**src/hdl/ptp_pkg.sv**
```systemverilog
// Package for the page translation block: field widths, codes and the
// command/status structs between controller and datapath.
// No dependencies.
`default_nettype none

package ptp_pkg;

  // Field widths
  localparam int VADDR_W   = 32;
  localparam int PN_W      = 20;
  localparam int OFF_W     = 12;
  localparam int SLOT_W    = 4;
  localparam int KIND_W    = 2;
  localparam int FAULT_W   = 3;
  localparam int CFG_IDX_W = 1;
  localparam int RIGHTS_W  = 4;

  // Rights bits inside a stored entry
  localparam int RB_VALID = 0;
  localparam int RB_READ  = 1;
  localparam int RB_WRITE = 2;
  localparam int RB_EXEC  = 3;

  // Item actions
  localparam logic ACT_TRANSLATE = 1'b0;
  localparam logic ACT_WRITE     = 1'b1;

  // Access kinds (anything else is checked as a read)
  localparam logic [KIND_W-1:0] ACC_READ  = 2'd0;
  localparam logic [KIND_W-1:0] ACC_WRITE = 2'd1;
  localparam logic [KIND_W-1:0] ACC_FETCH = 2'd2;

  // Configuration register indexes
  localparam logic [CFG_IDX_W-1:0] CFG_VM_ENABLED     = 1'b0;
  localparam logic [CFG_IDX_W-1:0] CFG_TABLE_ATTACHED = 1'b1;

  // Fault codes, in check order
  typedef enum logic [FAULT_W-1:0] {
    FAULT_NONE      = 3'd0,
    FAULT_NO_MAP    = 3'd1,
    FAULT_INVALID   = 3'd2,
    FAULT_EXEC      = 3'd3,
    FAULT_WRITE     = 3'd4,
    FAULT_READ      = 3'd5
  } fault_t;

  // Controller to datapath
  typedef struct packed {
    logic in_ready;  // input channel may take a word
    logic load;      // capture the input word
    logic match;     // compare all slots, perform slot write
    logic select;    // pick lowest hit, read its entry
    logic finish;    // form result, update marks, load output
  } ptp_cmd_t;

  // Datapath to controller
  typedef struct packed {
    logic in_valid;  // input word offered
    logic out_free;  // output register can take a word this cycle
  } ptp_status_t;

endpackage

`default_nettype wire

```
**src/hdl/ptp_ifs.sv**
```systemverilog
// Channel interfaces of the page translation block: request, response and
// configuration write. Depends on ptp_pkg.
`default_nettype none

interface ptp_req_if;
  logic                        valid;
  logic                        ready;
  logic                        action;
  logic [ptp_pkg::VADDR_W-1:0] vaddr;
  logic [ptp_pkg::KIND_W-1:0]  access_kind;
  logic [ptp_pkg::SLOT_W-1:0]  slot;
  logic                        entry_present;
  logic [ptp_pkg::PN_W-1:0]    entry_vpn;
  logic [ptp_pkg::PN_W-1:0]    entry_ppn;
  logic                        entry_valid;
  logic                        can_read;
  logic                        can_write;
  logic                        can_execute;

  modport source (
    output valid, action, vaddr, access_kind, slot, entry_present, entry_vpn,
           entry_ppn, entry_valid, can_read, can_write, can_execute,
    input  ready
  );
  modport sink (
    input  valid, action, vaddr, access_kind, slot, entry_present, entry_vpn,
           entry_ppn, entry_valid, can_read, can_write, can_execute,
    output ready
  );
endinterface

interface ptp_rsp_if;
  logic                        valid;
  logic                        ready;
  logic [ptp_pkg::VADDR_W-1:0] paddr;
  logic [ptp_pkg::FAULT_W-1:0] fault_code;
  logic                        referenced_mark;
  logic                        dirty_mark;

  modport source (
    output valid, paddr, fault_code, referenced_mark, dirty_mark,
    input  ready
  );
  modport sink (
    input  valid, paddr, fault_code, referenced_mark, dirty_mark,
    output ready
  );
endinterface

interface ptp_cfg_if;
  logic                          valid;
  logic                          ready;
  logic [ptp_pkg::CFG_IDX_W-1:0] index;
  logic                          data;

  modport source (output valid, index, data, input ready);
  modport sink   (input valid, index, data, output ready);
endinterface

`default_nettype wire

```
**src/hdl/ptp_ctrl.sv**
```systemverilog
// Controller of the page translation block: steps each word through
// compare, select and finish. Depends on ptp_pkg.
`default_nettype none

module ptp_ctrl (
  input  wire logic            clk,
  input  wire logic            rst,
  input  wire ptp_pkg::ptp_status_t status,
  output ptp_pkg::ptp_cmd_t    cmd
);

  typedef enum logic [3:0] {
    S_IDLE   = 4'b0001,
    S_MATCH  = 4'b0010,
    S_SELECT = 4'b0100,
    S_FINISH = 4'b1000
  } state_t;

  state_t state;
  state_t state_next;

  // Next state and commands
  always_comb begin
    state_next   = state;
    cmd          = '0;
    unique case (state)
      S_IDLE: begin
        cmd.in_ready = 1'b1;
        if (status.in_valid) begin
          cmd.load   = 1'b1;
          state_next = S_MATCH;
        end
      end
      S_MATCH: begin
        cmd.match  = 1'b1;
        state_next = S_SELECT;
      end
      S_SELECT: begin
        cmd.select = 1'b1;
        state_next = S_FINISH;
      end
      S_FINISH: begin
        // hold here while the output register is occupied
        if (status.out_free) begin
          cmd.finish = 1'b1;
          state_next = S_IDLE;
        end
      end
      default: begin
        state_next = S_IDLE;
      end
    endcase
  end

  always_ff @(posedge clk) begin
    if (rst) begin
      state <= S_IDLE;
    end else begin
      state <= state_next;
    end
  end

endmodule

`default_nettype wire

```
**src/hdl/ptp_datapath.sv**
```systemverilog
// Datapath of the page translation block: config registers, slot table,
// compare lanes, hit select, permission checks and output register.
// Depends on ptp_pkg and the channel interfaces in ptp_ifs.
`default_nettype none

module ptp_datapath #(
  parameter int TABLE_ENTRIES = 16
) (
  input  wire logic          clk,
  input  wire logic          rst,
  ptp_req_if.sink            req,
  ptp_rsp_if.source          rsp,
  ptp_cfg_if.sink            cfg,
  input  wire ptp_pkg::ptp_cmd_t cmd,
  output ptp_pkg::ptp_status_t   status
);

  localparam int IDX_W = $clog2(TABLE_ENTRIES);
  localparam int CMP_W = ((IDX_W > ptp_pkg::SLOT_W) ? IDX_W : ptp_pkg::SLOT_W) + 1;

  // Configuration registers
  logic vm_enabled;
  logic table_attached;

  // Captured input word
  logic                          act_q;
  logic [ptp_pkg::VADDR_W-1:0]   vaddr_q;
  logic [ptp_pkg::KIND_W-1:0]    kind_q;
  logic [ptp_pkg::SLOT_W-1:0]    slot_q;
  logic                          pres_q;
  logic [ptp_pkg::PN_W-1:0]      evpn_q;
  logic [ptp_pkg::PN_W-1:0]      eppn_q;
  logic [ptp_pkg::RIGHTS_W-1:0]  erights_q;

  // Slot table: VPNs in flops for the compare lanes, PPN and rights in memory
  logic [ptp_pkg::PN_W-1:0]      vpn_tab [TABLE_ENTRIES];
  logic [TABLE_ENTRIES-1:0]      present;
  logic [TABLE_ENTRIES-1:0]      referenced;
  logic [TABLE_ENTRIES-1:0]      dirty;
  logic [ptp_pkg::PN_W-1:0]      ppn_mem    [TABLE_ENTRIES];
  logic [ptp_pkg::RIGHTS_W-1:0]  rights_mem [TABLE_ENTRIES];

  // Lookup pipeline registers
  logic [TABLE_ENTRIES-1:0]      match_q;
  logic                          hit_found;
  logic [IDX_W-1:0]              hit_idx;
  logic [ptp_pkg::PN_W-1:0]      ppn_rd;
  logic [ptp_pkg::RIGHTS_W-1:0]  rights_rd;

  // Output register
  logic                          out_valid;
  logic [ptp_pkg::VADDR_W-1:0]   out_paddr;
  logic [ptp_pkg::FAULT_W-1:0]   out_fault;
  logic                          out_ref;
  logic                          out_dirty;

  // Combinational helpers
  logic [CMP_W-1:0]              slot_ext;
  logic                          slot_in_range;
  logic [IDX_W-1:0]              wr_idx;
  logic [ptp_pkg::PN_W-1:0]      look_vpn;
  logic [IDX_W-1:0]              enc_idx;
  logic                          is_write;
  logic                          is_exec;
  logic                          is_read;
  ptp_pkg::fault_t               fault;
  logic                          hit_ok;
  logic [ptp_pkg::VADDR_W-1:0]   res_paddr;
  logic                          res_ref;
  logic                          res_dirty;

  // Handshake and status
  assign req.ready       = cmd.in_ready;
  assign cfg.ready       = 1'b1;
  assign status.in_valid = req.valid;
  assign status.out_free = !out_valid || rsp.ready;

  assign rsp.valid           = out_valid;
  assign rsp.paddr           = out_paddr;
  assign rsp.fault_code      = out_fault;
  assign rsp.referenced_mark = out_ref;
  assign rsp.dirty_mark      = out_dirty;

  // Configuration writes
  always_ff @(posedge clk) begin
    if (rst) begin
      vm_enabled     <= 1'b0;
      table_attached <= 1'b0;
    end else if (cfg.valid) begin
      unique case (cfg.index)
        ptp_pkg::CFG_VM_ENABLED:     vm_enabled     <= cfg.data;
        ptp_pkg::CFG_TABLE_ATTACHED: table_attached <= cfg.data;
        default: begin
        end
      endcase
    end
  end

  // Capture the input word
  always_ff @(posedge clk) begin
    if (cmd.load) begin
      act_q     <= req.action;
      vaddr_q   <= req.vaddr;
      kind_q    <= req.access_kind;
      slot_q    <= req.slot;
      pres_q    <= req.entry_present;
      evpn_q    <= req.entry_vpn;
      eppn_q    <= req.entry_ppn;
      erights_q <= {req.can_execute, req.can_write, req.can_read, req.entry_valid};
    end
  end

  // Slot write address; slots past the table are dropped
  assign slot_ext      = CMP_W'(slot_q);
  assign slot_in_range = slot_ext < CMP_W'(TABLE_ENTRIES);
  assign wr_idx        = slot_ext[IDX_W-1:0];
  assign look_vpn      = vaddr_q[ptp_pkg::VADDR_W-1:ptp_pkg::OFF_W];

  // Compare lanes and slot write (match step)
  always_ff @(posedge clk) begin
    if (cmd.match) begin
      for (int i = 0; i < TABLE_ENTRIES; i++) begin
        match_q[i] <= present[i] && table_attached && (vpn_tab[i] == look_vpn);
      end
      if (act_q == ptp_pkg::ACT_WRITE && slot_in_range) begin
        vpn_tab[wr_idx]    <= evpn_q;
        ppn_mem[wr_idx]    <= eppn_q;
        rights_mem[wr_idx] <= erights_q;
      end
    end
  end

  // Lowest matching slot wins
  always_comb begin
    enc_idx = '0;
    for (int i = TABLE_ENTRIES - 1; i >= 0; i--) begin
      if (match_q[i]) begin
        enc_idx = IDX_W'(i);
      end
    end
  end

  // Select step: register hit and read the entry
  always_ff @(posedge clk) begin
    if (cmd.select) begin
      hit_found <= |match_q;
      hit_idx   <= enc_idx;
      ppn_rd    <= ppn_mem[enc_idx];
      rights_rd <= rights_mem[enc_idx];
    end
  end

  // Permission checks, in priority order
  assign is_write = (kind_q == ptp_pkg::ACC_WRITE);
  assign is_exec  = (kind_q == ptp_pkg::ACC_FETCH);
  assign is_read  = !is_write && !is_exec;

  always_comb begin
    if (!hit_found) begin
      fault = ptp_pkg::FAULT_NO_MAP;
    end else if (!rights_rd[ptp_pkg::RB_VALID]) begin
      fault = ptp_pkg::FAULT_INVALID;
    end else if (is_exec && !rights_rd[ptp_pkg::RB_EXEC]) begin
      fault = ptp_pkg::FAULT_EXEC;
    end else if (is_write && !rights_rd[ptp_pkg::RB_WRITE]) begin
      fault = ptp_pkg::FAULT_WRITE;
    end else if (is_read && !rights_rd[ptp_pkg::RB_READ]) begin
      fault = ptp_pkg::FAULT_READ;
    end else begin
      fault = ptp_pkg::FAULT_NONE;
    end
  end

  // Result word
  assign hit_ok = (act_q == ptp_pkg::ACT_TRANSLATE) && vm_enabled &&
                  (fault == ptp_pkg::FAULT_NONE);

  always_comb begin
    res_paddr = '0;
    res_ref   = 1'b0;
    res_dirty = 1'b0;
    if (act_q == ptp_pkg::ACT_TRANSLATE) begin
      if (!vm_enabled) begin
        res_paddr = vaddr_q;
      end else if (hit_ok) begin
        res_paddr = {ppn_rd, vaddr_q[ptp_pkg::OFF_W-1:0]};
        res_ref   = 1'b1;
        res_dirty = dirty[hit_idx] || is_write;
      end
    end
  end

  // Present, referenced and dirty marks
  always_ff @(posedge clk) begin
    if (rst) begin
      present    <= '0;
      referenced <= '0;
      dirty      <= '0;
    end else begin
      if (cmd.match && act_q == ptp_pkg::ACT_WRITE && slot_in_range) begin
        present[wr_idx]    <= pres_q;
        referenced[wr_idx] <= 1'b0;
        dirty[wr_idx]      <= 1'b0;
      end
      if (cmd.finish && hit_ok) begin
        referenced[hit_idx] <= 1'b1;
        if (is_write) begin
          dirty[hit_idx] <= 1'b1;
        end
      end
    end
  end

  // Output register
  always_ff @(posedge clk) begin
    if (rst) begin
      out_valid <= 1'b0;
    end else if (cmd.finish) begin
      out_valid <= 1'b1;
    end else if (rsp.ready) begin
      out_valid <= 1'b0;
    end
  end

  always_ff @(posedge clk) begin
    if (cmd.finish) begin
      out_paddr <= res_paddr;
      out_fault <= (act_q == ptp_pkg::ACT_TRANSLATE && vm_enabled) ?
                   fault : ptp_pkg::FAULT_NONE;
      out_ref   <= res_ref;
      out_dirty <= res_dirty;
    end
  end

endmodule

`default_nettype wire

```
**src/hdl/page_translation_with_permissions.sv**
```systemverilog
// Page translation with permissions: top level. Usage notes below.
// Depends on ptp_pkg, ptp_ifs, ptp_ctrl and ptp_datapath.
//
// Channels: req carries one word per item, either a translate (vaddr,
// access_kind) or a slot write (slot, entry fields). rsp returns exactly
// one word per item: paddr, fault_code and the referenced/dirty marks.
// cfg writes vm_enabled (index 0) and table_attached (index 1); it is
// always ready; write it only while the block is idle (not enforced).
// Steps: each item is captured, then all slots get the parallel VPN compare
// (and the slot write), then the lowest-hit select and the entry memory
// read run, then rights are checked, marks updated and the output register
// loaded. A new item is accepted only after the finish step of the last.
// Stall: a finished word waits in the output register while rsp.ready is
// low; the next item is still accepted and runs until its finish step,
// where it holds until the output register frees.
// Reset: clears all present, referenced and dirty marks, both config
// registers and the output valid; no clearing pass is needed.
`default_nettype none

module page_translation_with_permissions #(
  parameter int TABLE_ENTRIES = 16
) (
  input  wire logic   clk,
  input  wire logic   rst,
  ptp_req_if.sink     req,
  ptp_rsp_if.source   rsp,
  ptp_cfg_if.sink     cfg
);

  ptp_pkg::ptp_cmd_t    cmd;
  ptp_pkg::ptp_status_t status;

  // Sequencer
  ptp_ctrl u_ctrl (
    .clk    (clk),
    .rst    (rst),
    .status (status),
    .cmd    (cmd)
  );

  // Table, checks and output register
  ptp_datapath #(
    .TABLE_ENTRIES (TABLE_ENTRIES)
  ) u_datapath (
    .clk    (clk),
    .rst    (rst),
    .req    (req),
    .rsp    (rsp),
    .cfg    (cfg),
    .cmd    (cmd),
    .status (status)
  );

endmodule

`default_nettype wire

```
**src/flat_wrapper.sv**
```systemverilog
// flat-port wrapper written by rule: the top's interface ports become plain ports
module page_translation_with_permissions_flat 
#(
  parameter int TABLE_ENTRIES = 16
)
  (clk, rst, req_valid, req_action, req_vaddr, req_access_kind, req_slot, req_entry_present, req_entry_vpn, req_entry_ppn, req_entry_valid, req_can_read, req_can_write, req_can_execute, req_ready, rsp_valid, rsp_paddr, rsp_fault_code, rsp_referenced_mark, rsp_dirty_mark, rsp_ready, cfg_valid, cfg_index, cfg_data, cfg_ready);
  ptp_req_if req_i ();
  ptp_rsp_if rsp_i ();
  ptp_cfg_if cfg_i ();
  input  wire logic clk;
  input  wire logic rst;
  input wire logic [$bits(req_i.valid)-1:0] req_valid;
  input wire logic [$bits(req_i.action)-1:0] req_action;
  input wire logic [$bits(req_i.vaddr)-1:0] req_vaddr;
  input wire logic [$bits(req_i.access_kind)-1:0] req_access_kind;
  input wire logic [$bits(req_i.slot)-1:0] req_slot;
  input wire logic [$bits(req_i.entry_present)-1:0] req_entry_present;
  input wire logic [$bits(req_i.entry_vpn)-1:0] req_entry_vpn;
  input wire logic [$bits(req_i.entry_ppn)-1:0] req_entry_ppn;
  input wire logic [$bits(req_i.entry_valid)-1:0] req_entry_valid;
  input wire logic [$bits(req_i.can_read)-1:0] req_can_read;
  input wire logic [$bits(req_i.can_write)-1:0] req_can_write;
  input wire logic [$bits(req_i.can_execute)-1:0] req_can_execute;
  output wire logic [$bits(req_i.ready)-1:0] req_ready;
  output wire logic [$bits(rsp_i.valid)-1:0] rsp_valid;
  output wire logic [$bits(rsp_i.paddr)-1:0] rsp_paddr;
  output wire logic [$bits(rsp_i.fault_code)-1:0] rsp_fault_code;
  output wire logic [$bits(rsp_i.referenced_mark)-1:0] rsp_referenced_mark;
  output wire logic [$bits(rsp_i.dirty_mark)-1:0] rsp_dirty_mark;
  input wire logic [$bits(rsp_i.ready)-1:0] rsp_ready;
  input wire logic [$bits(cfg_i.valid)-1:0] cfg_valid;
  input wire logic [$bits(cfg_i.index)-1:0] cfg_index;
  input wire logic [$bits(cfg_i.data)-1:0] cfg_data;
  output wire logic [$bits(cfg_i.ready)-1:0] cfg_ready;
  assign req_i.valid = req_valid;
  assign req_i.action = req_action;
  assign req_i.vaddr = req_vaddr;
  assign req_i.access_kind = req_access_kind;
  assign req_i.slot = req_slot;
  assign req_i.entry_present = req_entry_present;
  assign req_i.entry_vpn = req_entry_vpn;
  assign req_i.entry_ppn = req_entry_ppn;
  assign req_i.entry_valid = req_entry_valid;
  assign req_i.can_read = req_can_read;
  assign req_i.can_write = req_can_write;
  assign req_i.can_execute = req_can_execute;
  assign req_ready = req_i.ready;
  assign rsp_valid = rsp_i.valid;
  assign rsp_paddr = rsp_i.paddr;
  assign rsp_fault_code = rsp_i.fault_code;
  assign rsp_referenced_mark = rsp_i.referenced_mark;
  assign rsp_dirty_mark = rsp_i.dirty_mark;
  assign rsp_i.ready = rsp_ready;
  assign cfg_i.valid = cfg_valid;
  assign cfg_i.index = cfg_index;
  assign cfg_i.data = cfg_data;
  assign cfg_ready = cfg_i.ready;
  page_translation_with_permissions #(.TABLE_ENTRIES(TABLE_ENTRIES)) u_core (.clk(clk), .rst(rst), .req(req_i), .rsp(rsp_i), .cfg(cfg_i));
endmodule
```
**config.mk**
```make
export PLATFORM = sky130hd
export DESIGN_NAME = page_translation_with_permissions_flat
export DESIGN_NICKNAME = d
export VERILOG_FILES = /design/src/hdl/ptp_pkg.sv /design/src/hdl/ptp_ifs.sv /design/src/hdl/ptp_ctrl.sv /design/src/hdl/ptp_datapath.sv /design/src/hdl/page_translation_with_permissions.sv /design/src/flat_wrapper.sv
export SDC_FILE = /design/constraint.sdc
export NUM_CORES = 1
export LEC_CHECK = 0
export BUFFER_PORTS_ARGS = -buffer_cell sky130_fd_sc_hd__buf_2
export CAP_MARGIN = 20
export CORE_MARGIN = 8
export CORE_UTILIZATION = 61
export CTS_CLUSTER_SIZE = 30
export DETAILED_ROUTE_END_ITERATION = 10
export PLACE_DENSITY = 0.84
export RECOVER_POWER = 25
export SLEW_MARGIN = 25
export SYNTH_ARGS = -nofsm -noshare
export SYNTH_HDL_FRONTEND = slang
export SYNTH_SLANG_ARGS = --single-unit
```
**constraint.sdc**
```tcl
create_clock -name clk -period 7.9 [get_ports clk]
set_clock_uncertainty 0.05 [all_clocks]
set_input_delay 1.185 -clock clk [delete_from_list [all_inputs] [get_ports clk]]
set_output_delay 1.185 -clock clk [all_outputs]
set_load 0.005 [all_outputs]
```
==> metrics.cfg, run 1 <==
[run_status]
run_status = finished, final reports clean

[clock_tree]
cts_buffers = 87
clock_latency_ns = 0.64
hold_buffers = 0
postCtsSetupBuffers = 0
htree_levels = 3
cts-resized-gates = 0
path_clk_slew_ns = 0.06
cts_sinks = 909
clk_path_buf_depth = 3
root_buffer = clkbuf_16
cts_tree = built

[sta]
worst_slew_pin_slew_ns = 1.15
slew_violations = 0
setup_viol = 0
rsz0062_at_grt = no
fin_crit_ns = 4.13
slew_headroom = 0.236
final-hold-violation-count = 0
timing.fmax_ghz = 0.242
setup-tns-final_ns = 0
fin_crit_sh = 0.522

[pwr]
switchingPower_mw = 2.29
cellPowerDensity_nw_per_um2 = 256
p_int_mw = 8.00
power_frac_seq = 0.543
p_comb_frac = 0.051
ir_worst_vdd_uv = 198
leakagePower_nw = 13.1
sw_frac_of_total = 0.222
power.share.clock = 0.406

[synth]
yosysSeqAreaShare = 0.753
syn-num-nets = 2312
avgSynthCellArea_um2 = 16.1
synth_edf_count = 870
yosysWarnings = 0
async_flop_share = 0
synth_seq_cells = 909
synthFlopType = edfxtp_1
synthCells = 2219
syn-cell-area_um2 = 35700
synth.distinct_cells = 66

[global_route]
grt_antenna_before_repair = 1
grt_max_degree = 68
grt_pass1_vias = 21100
overflow = 0
grt_pass1_wl_um = 134000
grtUsageTotal = 0.271

[setup_path]
endpoint_kind = register
cp.required_ns = 8.27
crit_path_cell_trace = or3_1 > a311oi_2 > nor2_4 > buf_4 > inv_2 > buf_4 > nand2_1 > a32o_1 > a2111oi_2
r2r_cells = 9
slowest_delay_ns = 0.69
crit_path_start_kind = register
crit_fanout = 61
worst_ep_arrival_time_ns = 4.50
critical_path_class = register to register
crit_top_cell = buf_4
critPathSlowestCell = inv_2

[placed_design]
portBuffers = 129
place.gp.congestion = 0.878
hpwl_um = 50500

[route]
post_drt_wl_per_cell_um = 28.8
drt-total-wl_um = 92600
drc = 0
drt_iter0_markers = 2930
dr.pass1.iters = 5
ant_nets = 0
vias = 21100
vias_per_cell = 6.55

[cells_and_area]
fin_nets = 2476
syn_to_final_growth_pct = 12.6
n_antenna_cell = 0
multi_input_area_um2 = 8340
drive_above_1_share = 0.152
utilization = 0.696
mostFrequentLayoutCell = edfxtp_1
fillerInstances = 3438
regArea_um2 = 26900
final_cell_mix = 870 x edfxtp_1, 225 x nand2_1, 182 x xnor2_1, 135 x xor2_1, 123 x buf_2

[hold_path]
hold_class = register to register
hold_depth = 2

[floorplanning]
rows = 88
start_util = 0.618
core_um2 = 57800
die_h_um = 258
dieArea_um2 = 66500
ioPinCount = 131
die_width_um = 258

[job]
drv_cap = 0

## power groups by stage
stage          Sequential [mW]  Clock [mW]  Combinational [mW]
2_1_floorplan             5.59           0               0.334
3_3_place_gp              5.67           0               0.491
3_5_place_dp              5.67           0               0.511
4_1_cts                   5.57        4.20               0.520
5_1_grt                   5.58        4.38               0.556
6_report                  5.58        4.17               0.527
## worst max-delay path, delay by kind of cell, from the launching register on
family                 cells  cell delay [ns]
AND/OR/NAND/NOR            3             0.61
buffers and inverters      3             1.69
AO/OA/AOI/OAI              3             1.04
flip-flops                 1             0.45
## final cells by class
class | count | area share
repair buffers | 185 | 0.0268
multi-input cells | 1183 | 0.207
clock inverters | 55 | 0.0139
inverters | 17 | 0.00159
clock buffers | 105 | 0.0575
flip-flops and latches | 909 | 0.669
well taps | 765 | 0.0238
## registers in the layout, indices dropped and copies added, names as in the netlist, 16 cells and up
register / count
u_core.u_datapath.vaddr_q: 32
u_core.u_datapath.rights_mem: 64
u_core.u_datapath.evpn_q: 20
u_core.u_datapath.present: 16
u_core.u_datapath.vpn_tab: 320
u_core.u_datapath.rsp.paddr: 32
u_core.u_datapath.dirty: 16
u_core.u_datapath.ppn_rd: 20
u_core.u_datapath.match_q: 16
u_core.u_datapath.eppn_q: 20
u_core.u_datapath.ppn_mem: 320
## worst paths after layout
kind,startpoint,end,slack (ns)
min,u_core.u_datapath.present[1],u_core.u_datapath.present[1],0.43
max reg2reg,u_core.u_datapath.match_q[4],u_core.u_datapath.ppn_rd[3],3.77
max,u_core.u_datapath.match_q[4],u_core.u_datapath.ppn_rd[3],3.77
min reg2reg,u_core.u_datapath.present[1],u_core.u_datapath.present[1],0.43
## through the flow
| stage | area [um2] | total power, mW | std cells | hold slack (ns) | worst slack, ns |
|---|---|---|---|---|---|
| 2_1_floorplan | 35700 | 5.92 | 2219 | 0.387 | 2.50 |
| 4_1_cts | 40200 | 10.3 | 3218 | 0.421 | 3.83 |
| 5_1_grt | 40200 | 10.5 | 3219 | 0.436 | 3.60 |
| 3_5_place_dp | 37300 | 6.19 | 3058 | 0.413 | 3.96 |
| 3_3_place_gp | 37300 | 6.16 | 3057 | 0.399 | 4.12 |
| 6_report | 40200 | 10.3 | 3219 | 0.426 | 3.77 |
## routing by layer
layer	GRT usage	part of all wire	wire length [um]	up-vias
met2	0.428	0.46	42900	1804
met1	0.364	0.36	33100	10300
met4	0.115	0.037	3410	2
met5	0	0.00014	13	-
li1	-	-	-	8671
met3	0.0631	0.14	13100	263
## synth_stat cells, types with 39 or more instances
library cell  number  area share
clkbuf_1          70      0.0074
a21oi_1           60      0.0084
nor2_1            66      0.0069
nand2_1          225       0.024
edfxtp_1         870        0.73
nand3_1           51      0.0071
xor2_1           135       0.033
xnor2_1          182       0.045
nor4_1            50      0.0088
mux2i_1          102       0.029
dfxtp_1           39       0.022
nand4_1           62       0.011
## logic make-up (layout without fill, tap and decap cells)
family / Yosys count / in the layout / synth area share
simple gates: 567 / 567 / 0.0798
mux: 107 / 107 / 0.0317
flops: 909 / 909 / 0.753
buf+inv: 127 / 362 / 0.0164
compound gates: 189 / 189 / 0.0400
fa+ha+maj: 2 / 2 / 0.000701
xor+xnor: 317 / 317 / 0.0778
other cells: 1 / 1 / 0.000105
(Power assumes the default switching activity.)
==> run 2, diff against run 1 <==
clock period = 3.8 ns   (was 7.9 ns; I/O delays follow)
==> metrics.cfg, run 2 (synthesis gave the netlist of run 1 again) <==
[cells_and_area]
final_cell_mix = 870 x edfxtp_1, 225 x nand2_1, 182 x xnor2_1, 135 x xor2_1, 126 x buf_2
n_antenna_cell = 0
final_area_um2 = 40400
fin_nets = 2494
top_regs = u_core.u_datapath.ppn_mem: 320 flops, u_core.u_datapath.vpn_tab: 320 flops, u_core.u_datapath.rights_mem: 64 flops
drive_above_1_share = 0.153
syn_to_final_growth_pct = 13.1
mostFrequentLayoutCell = edfxtp_1
fillerInstances = 3361

[setup_path]
slowest_delay_ns = 0.61
endpoint_kind = register
crit_fanout = 33
crit_path_start_kind = register
critPathSlowestCell = inv_2
rrSetupSlack_ns = 0.57
critical_path_class = register to register
cp.required_ns = 4.17
crit_path_cell_trace = nor2_1 > o311a_1 > a21oi_4 > inv_2 > buf_4 > mux2i_1 > a221oi_1 > a31oi_1 > a2111oi_2
worst_ep_arrival_time_ns = 3.60

[global_route]
grt_max_degree = 104
grt_pass1_wl_um = 133000
grt_antenna_before_repair = 1
grtUsageTotal = 0.271
grt_pass1_vias = 20800
overflow = 0

[floorplanning]
die_width_um = 258
rows = 88
die_h_um = 258
core_um2 = 57800
ioPinCount = 131
start_util = 0.618
dieArea_um2 = 66500

[sta]
slew_headroom = 0.197
fin_crit_sh = 0.849
rsz0062_at_grt = no
whs_ns = 0.0601
slew_violations = 0
fin_crit_ns = 3.23
worst_slew_pin_slew_ns = 1.21
setup_viol = 0
final-hold-violation-count = 0
timing.fmax_ghz = 0.310

[clock_tree]
clock_latency_ns = 0.64
postCtsSetupBuffers = 0
path_clk_slew_ns = 0.06
htree_levels = 3
hold_buffers = 0
cts_buffers = 87
cts_sinks = 909
clk_path_buf_depth = 3
cts-resized-gates = 0
root_buffer = clkbuf_16
cts_tree = built

[route]
drt_iter0_markers = 3174
vias_per_cell = 6.50
post_drt_wl_per_cell_um = 28.6
dr.pass1.iters = 9
vias = 21000
drc = 0
ant_nets = 0
drt-total-wl_um = 92600

[placed_design]
portBuffers = 129
hpwl_um = 53300
dpl_cell_area_um2 = 37700
place.gp.congestion = 0.891

[pwr]
ir_worst_vdd_uv = 413
power.total_mw = 21.1
leakagePower_nw = 13.1
cellPowerDensity_nw_per_um2 = 522

[hold_path]
hold_class = input port to register

[job]
drv_cap = 0

[run_status]
run_status = finished, final reports clean

-- run 2: metal layers --
metal  track usage  wire length, um  up-vias
met4         0.115             3580        2
li1              -                -     8710
met2         0.426            43000     1717
met3        0.0619            12300      245
met5             0               13        -
met1         0.364            33700    10400
-- run 2: final cells by class --
| type | count | area (um2) | area share |
|---|---|---|---|
| inverter | 17 | 63.8 | 0.00158 |
| timing repair buffer | 203 | 1380 | 0.0341 |
| clock inverter | 45 | 379 | 0.00938 |
| sequential | 909 | 26900 | 0.666 |
| multi-input combinational | 1183 | 8370 | 0.207 |
| clock buffer | 113 | 2350 | 0.0581 |
| tap | 765 | 957 | 0.0237 |
-- run 2: final timing paths --
check / start / end / cells past startpoint
setup reg to reg: u_core.u_datapath.match_q[0] / u_core.u_datapath.ppn_rd[0] / 9
setup / recovery: u_core.u_datapath.match_q[0] / u_core.u_datapath.ppn_rd[0] / 9
hold reg to reg: u_core.u_datapath.present[1] / u_core.u_datapath.present[1] / 2
hold / removal: req_entry_vpn[3] / u_core.u_datapath.evpn_q[3] / 1
-- run 2: power breakdown --
| group | internal (mW) | switching, mW | leakage [nW] | total, mW |
|---|---|---|---|---|
| sequential | 11.3 | 0.463 | 8.18 | 11.7 |
| combinational | 0.401 | 0.608 | 3.63 | 1.01 |
| clock | 4.76 | 3.61 | 1.33 | 8.37 |
| total | 16.4 | 4.68 | 13.1 | 21.1 |
-- run 2: critical path: cells and delay by family, from the launching register on --
kind	cells	cell delay [ns]
muxes	1	0.11
DFF	1	0.49
and+or+nand+nor	1	0.26
AOI/OAI and AO/OA	5	1.11
buffers and inverters	2	0.97
-- run 2: through the flow --
step	setup slack, ns	instances	utilization	setup TNS, ns
floorplan	-0.270	2219	-	-92.63
global placement	0.893	3076	0.651	0
detailed placement	0.673	3076	0.651	0
CTS	0.609	3234	0.699	0
global route	0.411	3235	0.699	0
finish	0.575	3235	0.699	0
